**config.mk**
```make
export PLATFORM = sky130hd
export DESIGN_NAME = lrt_cell
export DESIGN_NICKNAME = d
export VERILOG_FILES = /design/src/rtl/lrt_pkg.sv /design/src/rtl/lrt_cell.sv
export SDC_FILE = /design/constraint.sdc
export NUM_CORES = 1
export LEC_CHECK = 0
export ABC_AREA = 1
export BUFFER_PORTS_ARGS = -buffer_cell sky130_fd_sc_hd__buf_2
export CORE_AREA = 2 2 227 229
export DETAILED_ROUTE_END_ITERATION = 7
export DIE_AREA = 0 0 229 231
export PLACE_DENSITY = 0.46
export SYNTH_ARGS = -nofsm -noshare
export SYNTH_HDL_FRONTEND = slang
export SYNTH_SLANG_ARGS = --single-unit
```
**constraint.sdc**
```tcl
create_clock -name clk -period 4.4 [get_ports clk]
set_input_delay 0.44 -clock clk [delete_from_list [all_inputs] [get_ports clk]]
set_output_delay 0.44 -clock clk [all_outputs]
set_load 0.1 [all_outputs]
```
**src/rtl/lrt_pkg.sv**
```systemverilog
// Shared constants, types and a helper function of the route table.
package lrt_pkg;

    localparam int DEPTH   = 16;
    localparam int IDX_W   = (DEPTH > 1) ? $clog2(DEPTH) : 1;
    localparam int CNT_W   = $clog2(DEPTH + 1);
    localparam int ADDR_W  = 32;
    localparam int PLEN_W  = 6;
    localparam int IFACE_W = 4;
    localparam int COST_W  = 32;

    localparam logic [PLEN_W-1:0] HOST_PLEN = 6'd32;
    localparam logic [ADDR_W-1:0] ALL_ONES  = 32'hffff_ffff;
    localparam logic [ADDR_W-1:0] MCAST_MASK = 32'hffff_ff00;
    localparam logic [ADDR_W-1:0] MCAST_NET  = 32'he000_0000;

    localparam logic [2:0] CMD_LOOKUP     = 3'd0;
    localparam logic [2:0] CMD_ADD        = 3'd1;
    localparam logic [2:0] CMD_REMOVE_IF  = 3'd2;
    localparam logic [2:0] CMD_REMOVE_NET = 3'd3;
    localparam logic [2:0] CMD_READ       = 3'd4;

    localparam logic [1:0] STAT_OK    = 2'd0;
    localparam logic [1:0] STAT_DUP   = 2'd1;
    localparam logic [1:0] STAT_FULL  = 2'd2;
    localparam logic [1:0] STAT_EMPTY = 2'd3;

    typedef struct packed {
        logic [ADDR_W-1:0]  net;
        logic [PLEN_W-1:0]  plen;
        logic [ADDR_W-1:0]  gw;
        logic [IFACE_W-1:0] iface;
        logic [COST_W-1:0]  cost;
    } entry_t;

    typedef struct packed {
        logic   have;
        logic   done;
        entry_t ent;
    } best_t;

    typedef struct packed {
        entry_t            ent;
        logic [ADDR_W-1:0] netw;
        logic              filter_en;
        logic              rm_net;
    } key_t;

    typedef struct packed {
        logic write;
        logic shift;
    } cell_ctl_t;

    typedef enum logic [2:0] {
        ST_IDLE,
        ST_EXEC,
        ST_LOOKUP,
        ST_REMOVE,
        ST_DONE
    } state_t;

    function automatic logic [ADDR_W-1:0] plen_mask(input logic [PLEN_W-1:0] plen);
        logic [ADDR_W-1:0] m;
        if (plen == '0)
        begin
            m = '0;
        end
        else
        begin
            m = ALL_ONES << (HOST_PLEN - plen);
        end
        return m;
    endfunction

endpackage

```
**src/rtl/lrt_cell.sv**
```systemverilog
// One table cell: holds an entry, compares it and passes the running best to its neighbor.
module lrt_cell (
    input  logic                       clk,
    input  logic [lrt_pkg::IDX_W-1:0]  idx,
    input  logic [lrt_pkg::CNT_W-1:0]  count,
    input  lrt_pkg::key_t              key,
    input  lrt_pkg::cell_ctl_t         ctl,
    input  lrt_pkg::entry_t            right_ent,
    input  lrt_pkg::best_t             best_in,
    input  logic                       shift_in,
    output lrt_pkg::entry_t            ent,
    output lrt_pkg::best_t             best_out,
    output logic                       dup,
    output logic                       shift_out
);
    import lrt_pkg::*;

    entry_t ent_reg;
    best_t  best_reg;
    logic   valid;
    logic   match;
    logic   filt_ok;
    logic   better;
    logic   pick;
    logic   hit;

    assign valid   = CNT_W'(idx) < count;
    assign match   = ((key.ent.net ^ ent_reg.net) & plen_mask(ent_reg.plen)) == '0;
    assign filt_ok = !key.filter_en || (ent_reg.iface == key.ent.iface);
    assign better  = !best_in.have || (ent_reg.plen > best_in.ent.plen) ||
                     ((ent_reg.plen == best_in.ent.plen) && (ent_reg.cost <= best_in.ent.cost));
    assign pick    = valid && match && filt_ok && !best_in.done && better;

    assign hit = valid && (ent_reg.iface == key.ent.iface) &&
                 (!key.rm_net || ((ent_reg.plen != HOST_PLEN) && (ent_reg.net == key.netw) &&
                                  (ent_reg.plen == key.ent.plen)));
    assign shift_out = shift_in || hit;
    assign dup       = valid && (ent_reg == key.ent);

    always_ff @(posedge clk)
    begin
        if (ctl.write && (CNT_W'(idx) == count))
        begin
            ent_reg <= key.ent;
        end
        else if (ctl.shift && shift_out)
        begin
            ent_reg <= right_ent;
        end
        if (pick)
        begin
            best_reg.have <= 1'b1;
            best_reg.done <= (ent_reg.plen == HOST_PLEN);
            best_reg.ent  <= ent_reg;
        end
        else
        begin
            best_reg <= best_in;
        end
    end

    assign ent      = ent_reg;
    assign best_out = best_reg;

endmodule

```
# Word-level counts from Yosys, hierarchy flattened
# Index checks and enable logic that the tools add are counted.
# Widths: inputs -> output; s select.
# word_totals
reg_bits	214
romBits	0
n_memories	0
latchBits	0
output_inout_bits	216
mem_bits_rw	0
inputBits	367
# op_classes
bitwise	2
n_eq_ne	8
order_cmp	3
div	0
addsub	1
n_mux	4
shift	1
reduce_logical	24
n_mul	0
# ops
cell	count
$mux 106	2
$mux 107	1
$eq 106x106->1	1
$and 32x32->32	1
$eq 32x32->1	1
$le 32x32->1	1
$logic_not 32->1	1
$mux 32	1
$shl 32x6->32 const A	1
$xor 32x32->32	1
$eq 6x6->1	2
$logic_and 1x1->1	12
$eq 6x6->1 const B	1
$gt 6x6->1	1
$logic_not 6->1	1
$ne 6x6->1 const B	1
$sub 6x6->6 const A	1
$eq 4x5->1	1
$logic_or 1x1->1	5
$lt 4x5->1	1
$eq 4x4->1	1
$logic_not 1->1	4
$reduce_bool 2->1	1

# Logic depth before layout (Yosys ltp)
# logic_depth
ltp_word	10
mapped_depth	21
depth_no_buf	19

# Worst setup path before layout
# No wires, ideal clock.
# synth_path
kind	reg-to-reg
start	register ent[69] (netlist name)
end	register ent[0] (netlist name)
n_path_buf	0
stages_incl_launch_ff	12
setup_slack_ns	-1.277
arrival_ns	5.209
cell_sequence	edfxtp_1 > inv_1 > ha_1 > nand4_1 > nor2_1 > nor4_1 > nand3_1 > nand2_1 > nand3_1 > nand2_1 > nand2_1 > nand2_1
# synth_between
elab_chain_len	8
elab_cells_between_ends	9
classes_between	eq/ne: 2; reduce/logical: 7
# synth_lines
element	line_no	rtl
$ne 6x6->1	lrt_cell.sv:35	(!key.rm_net || ((ent_reg.plen != HOST_PLEN) && (ent_reg.net == key.netw) &&
$logic_and 1x1->1	lrt_cell.sv:35	
$logic_and 1x1->1 *	lrt_cell.sv:35	
$logic_or 1x1->1 *	lrt_cell.sv:35	
$logic_and 1x1->1 *	lrt_cell.sv:34	assign hit = valid && (ent_reg.iface == key.ent.iface) &&
$logic_or 1x1->1 *	lrt_cell.sv:37	assign shift_out = shift_in || hit;
net shift_out	lrt_cell.sv:14	output logic shift_out
$logic_and 1x1->1 *	lrt_cell.sv:46	else if (ctl.shift && shift_out)
$reduce_bool 2->1 (no source line) *	--	
# The timed path passes the listed nets; every way through them passes the cells marked *.
# A chain may end at the register's enable or synchronous reset.

# Worst setup path after layout
# layout_path
start	register ent[89] (netlist name)
end	output dup
# layout_between
elab_chain_len	2
# layout_lines
element	line_no	rtl
$eq 106x106->1	lrt_cell.sv:38	assign dup = valid && (ent_reg == key.ent);
$logic_and 1x1->1	lrt_cell.sv:38	
to (decl)	lrt_cell.sv:13	output logic dup,
# No other way between the ends.

==> summary.md <==
Leaving out fill and tap cells, the most frequent cell in the layout is buf_2. The async set-or-reset flop fraction in the synthesized netlist is 0%, and the maximum number of pins on one net before global-route repair is 90. The run gives 5,500 as the number of filler cells placed in the layout. The area of the multi-input gates is 0.00562 mm^2.

The run gives 2,501 as the number of placed instances, taps included. For this run, the detailed router's first-pass iteration total came to 5. The minimum period implied by the final worst setup slack is 3.73 ns.

The logs give 0.0507 mm^2 for the placeable core region and 0.923 for the global placement routability congestion. Measured against its own limit, the worst slew margin works out to 39.7%. In the routed layout, each cell is associated on average with a via count of 4.37. Clock skew on the completed layout was measured at 0.0147 ns.

The tools report the insertion delay of the later-clocked pin in the worst-skew pair as 0.57 ns. The wire-length estimate of the detail-placed layout is 39,000 um. Counting every sink on the clock net gives 214. The area of all placed cells without fillers was 0.0162 mm^2; the initial core utilization was 22.8%.

Of all nets on the critical path, the largest fanout is 4. For the maximum count of clock buffers along a single path, the log shows 3. Setup slack closes at 0.670 ns.

In this run the post-CTS setup repair buffer count came out at 0. The full die area is 0.0529 mm^2, and the unique cell type count in the Yosys netlist is 39. Summed over all layers, the routed wires come to 49,400 um. The tools report the post-cts sizing count as 0. The first global-routing pass estimated 71,600 um of wire.

The number of DRC violations after detailed routing is 0, and the chip width is 229 um. Data on the critical path is required at its endpoint by 3.96 ns. The run finished with clean final reports.

The number of nets produced by synthesis came out at 1,688. After detailed routing, the average wire length per cell comes to 19.3 um. For this design the ratio of total power to cell area is 415 mW/mm^2. The number of input and output port buffers inserted was 582; the share of cells above drive strength 1 was 40.0%. The post-synthesis area per instance is 9.07 um^2. Of the post-synthesis cell area, the dominant cell type holds 27.5%. The storage element area was 0.00535 mm^2.

After synthesis, the cell types taking the most area are edfxtp_1 (28%), dfxtp_1 (19%), nand2_1 (11%), mux2_2 (9.1%), xnor2_1 (6.3%). The worst min-delay path category was primary input to flop. TritonCTS built the clock tree. The number of global-route vias before repair was 11,200; the remaining antenna violation count after routing was 0. For this run, the post-layout net count is 2,265. The sum of negative setup slack is 0 ns. Clock-pin slew was measured on the worst setup and hold paths at 0.06 ns.

The number of synthesized flops with an enable pin is 106, and the global router's overall resource usage is 17.8%. Die height: 231 um. In this run, CTS created clock tree buffers numbering 29.

The final hold violation count is 0. The logs give 0 for the number of pins exceeding their max-slew limit in the final report and 0.872 ns for the worst setup timing slack at the placement stage. The number of setup violations in the final report is 0. For this design the static power due to leakage is 0.00796 uW. VDD sags by at most 0.221 mV. In the finished design, the share of the clock period the worst path needs comes to 84.8%.

The tools report the sort of element at the end of the critical path as an output pin. Total number of yosys warnings: 0. The logs give 46.2% for the sequential element share of the synthesized area and 0.0116 mm^2 for the netlist area before placement. In the layout the commonest cells are buf_2 (582), nand2_1 (352), nand3_1 (135). At the pin with the least slew margin, the transition time is 0.905 ns.

Signal arrival time at the worst endpoint: 3.29 ns. The count of cells in the finished layout, fillers not included, comes to 2,563. Buffers inserted to repair hold after CTS numbered 0.

The CTS H-tree depth is 1. For this run, the leading register cell type out of synthesis is dfxtp_1. The via total after detailed routing came out at 11,200.

After floorplanning, the core was divided into 83 placement rows. Counting every instance in the synthesized netlist gives 1,275. For the number of antenna violations at the first check in global routing, the log shows 12. Max-cap violations in this run came to 0. Summed over all instances, the cell type with the most area after synthesis is edfxtp_1. For the count of routing violations after the opening detailed-route iteration, the log shows 629. Derived from the worst setup path, the maximum achievable clock frequency is 268 MHz. Relative to the synthesized area, the layout overhead comes to 40.4%.

The number of flip-flops under the largest register name is 108. The I/O pin count is 583, and the total overflow reported by the global router is 0. After detailed placement, the total cell area comes to 0.0152 mm^2. Setup repair after global routing left no endpoint under its margin. Clock root buffer: clkbuf_16.

The worst setup path is launched from a flop. The critical path is of the flop to output pin type. The total of flip-flops plus latches after synthesis came out at 214.
-- layer usage --
metal / wire, um / track usage, % / vias to the layer above
met5: 45 / 0 / -
met4: 964 / 4.32 / 8
met3: 3250 / 3.67 / 71
met2: 23700 / 30.1 / 403
met1: 21500 / 23.3 / 5296
li1: - / - / 5424
-- final timing paths --
kind                                endpoint         from  depth (start not counted)  slack, ns
worst max-delay path                     dup      ent[89]                          6       0.67
worst min register to register  best_out[43]      ent[43]                          2       0.55
worst max register to register  best_out[80]      ent[69]                         16       1.33
worst min-delay path            best_out[43]  best_in[43]                          3       0.05
-- power by group --
| group | switching [uW] | internal [uW] | total [uW] |
|---|---|---|---|
| sequential | 104 | 2250 | 2350 |
| combinational | 1510 | 437 | 1950 |
| clock | 973 | 1450 | 2420 |
| total | 2590 | 4140 | 6730 |
-- critical path: stages (launching register included) --
cell and delay, ns:
edfxtp_1 0.50, xnor2_1 0.53, nand4_1 0.28, nor3_1 0.57, nand4_1 0.22, nor2_1 0.14, buf_2 0.46
-- final cells by class --
cell class              instances  share of cell area (%)
repair buffers                593                    18.8
inverters                     100                    2.31
clock inverters                17                    1.26
clock buffers                  37                    4.66
diodes                          8                   0.123
flip-flops and latches        214                    32.9
well taps                     680                    5.24
multi-input cells             914                    34.6
-- Yosys cell counts (2+ instances only) --
library cell  instances
nand2_1             353
nand3_1             136
dfxtp_1             108
edfxtp_1            106
inv_1                96
mux2_2               93
xnor2_1              83
ha_1                 46
nor2_1               44
xor2_1               40
nand4_1              29
clkbuf_1             22
a21oi_1              20
o21ai_0              20
buf_2                15
nor3_1                9
nor4_1                7
buf_6                 6
or2_2                 6
inv_2                 4
nand2_2               4
nand3b_1              3
o211ai_1              3
o21ai_1               3
a21o_1                2
buf_1                 2
buf_4                 2
o21bai_1              2
-- cells by family (layout without fill, tap and decap cells) --
| family | count (synthesis) | in the layout | share of synthesized area (%) |
|---|---|---|---|
| buffers and inverters | 147 | 747 | 5.39 |
| multiplexers | 93 | 93 | 9.06 |
| AND/OR/NAND/NOR | 597 | 597 | 22.3 |
| XOR/XNOR | 123 | 123 | 9.32 |
| AO/OA/AOI/OAI | 55 | 55 | 2.73 |
| flip-flops | 214 | 214 | 46.2 |
| adder cells (fa/ha/maj) | 46 | 46 | 4.98 |
| other | 0 | 8 | 0 |
-- per-stage QoR --
step / hold slack [ns] / util [%] / total power [uW]
CTS: 0.0170 / 32.0 / 6830
detailed placement: 0.544 / 30.1 / 4360
global placement: 0.532 / 30.1 / 4350
finish: 0.0535 / 32.0 / 6730
global route: 0.0234 / 32.0 / 7020
floorplan: 0.532 / - / 3810
No activity file was read; power rests on OpenSTA's default activity.
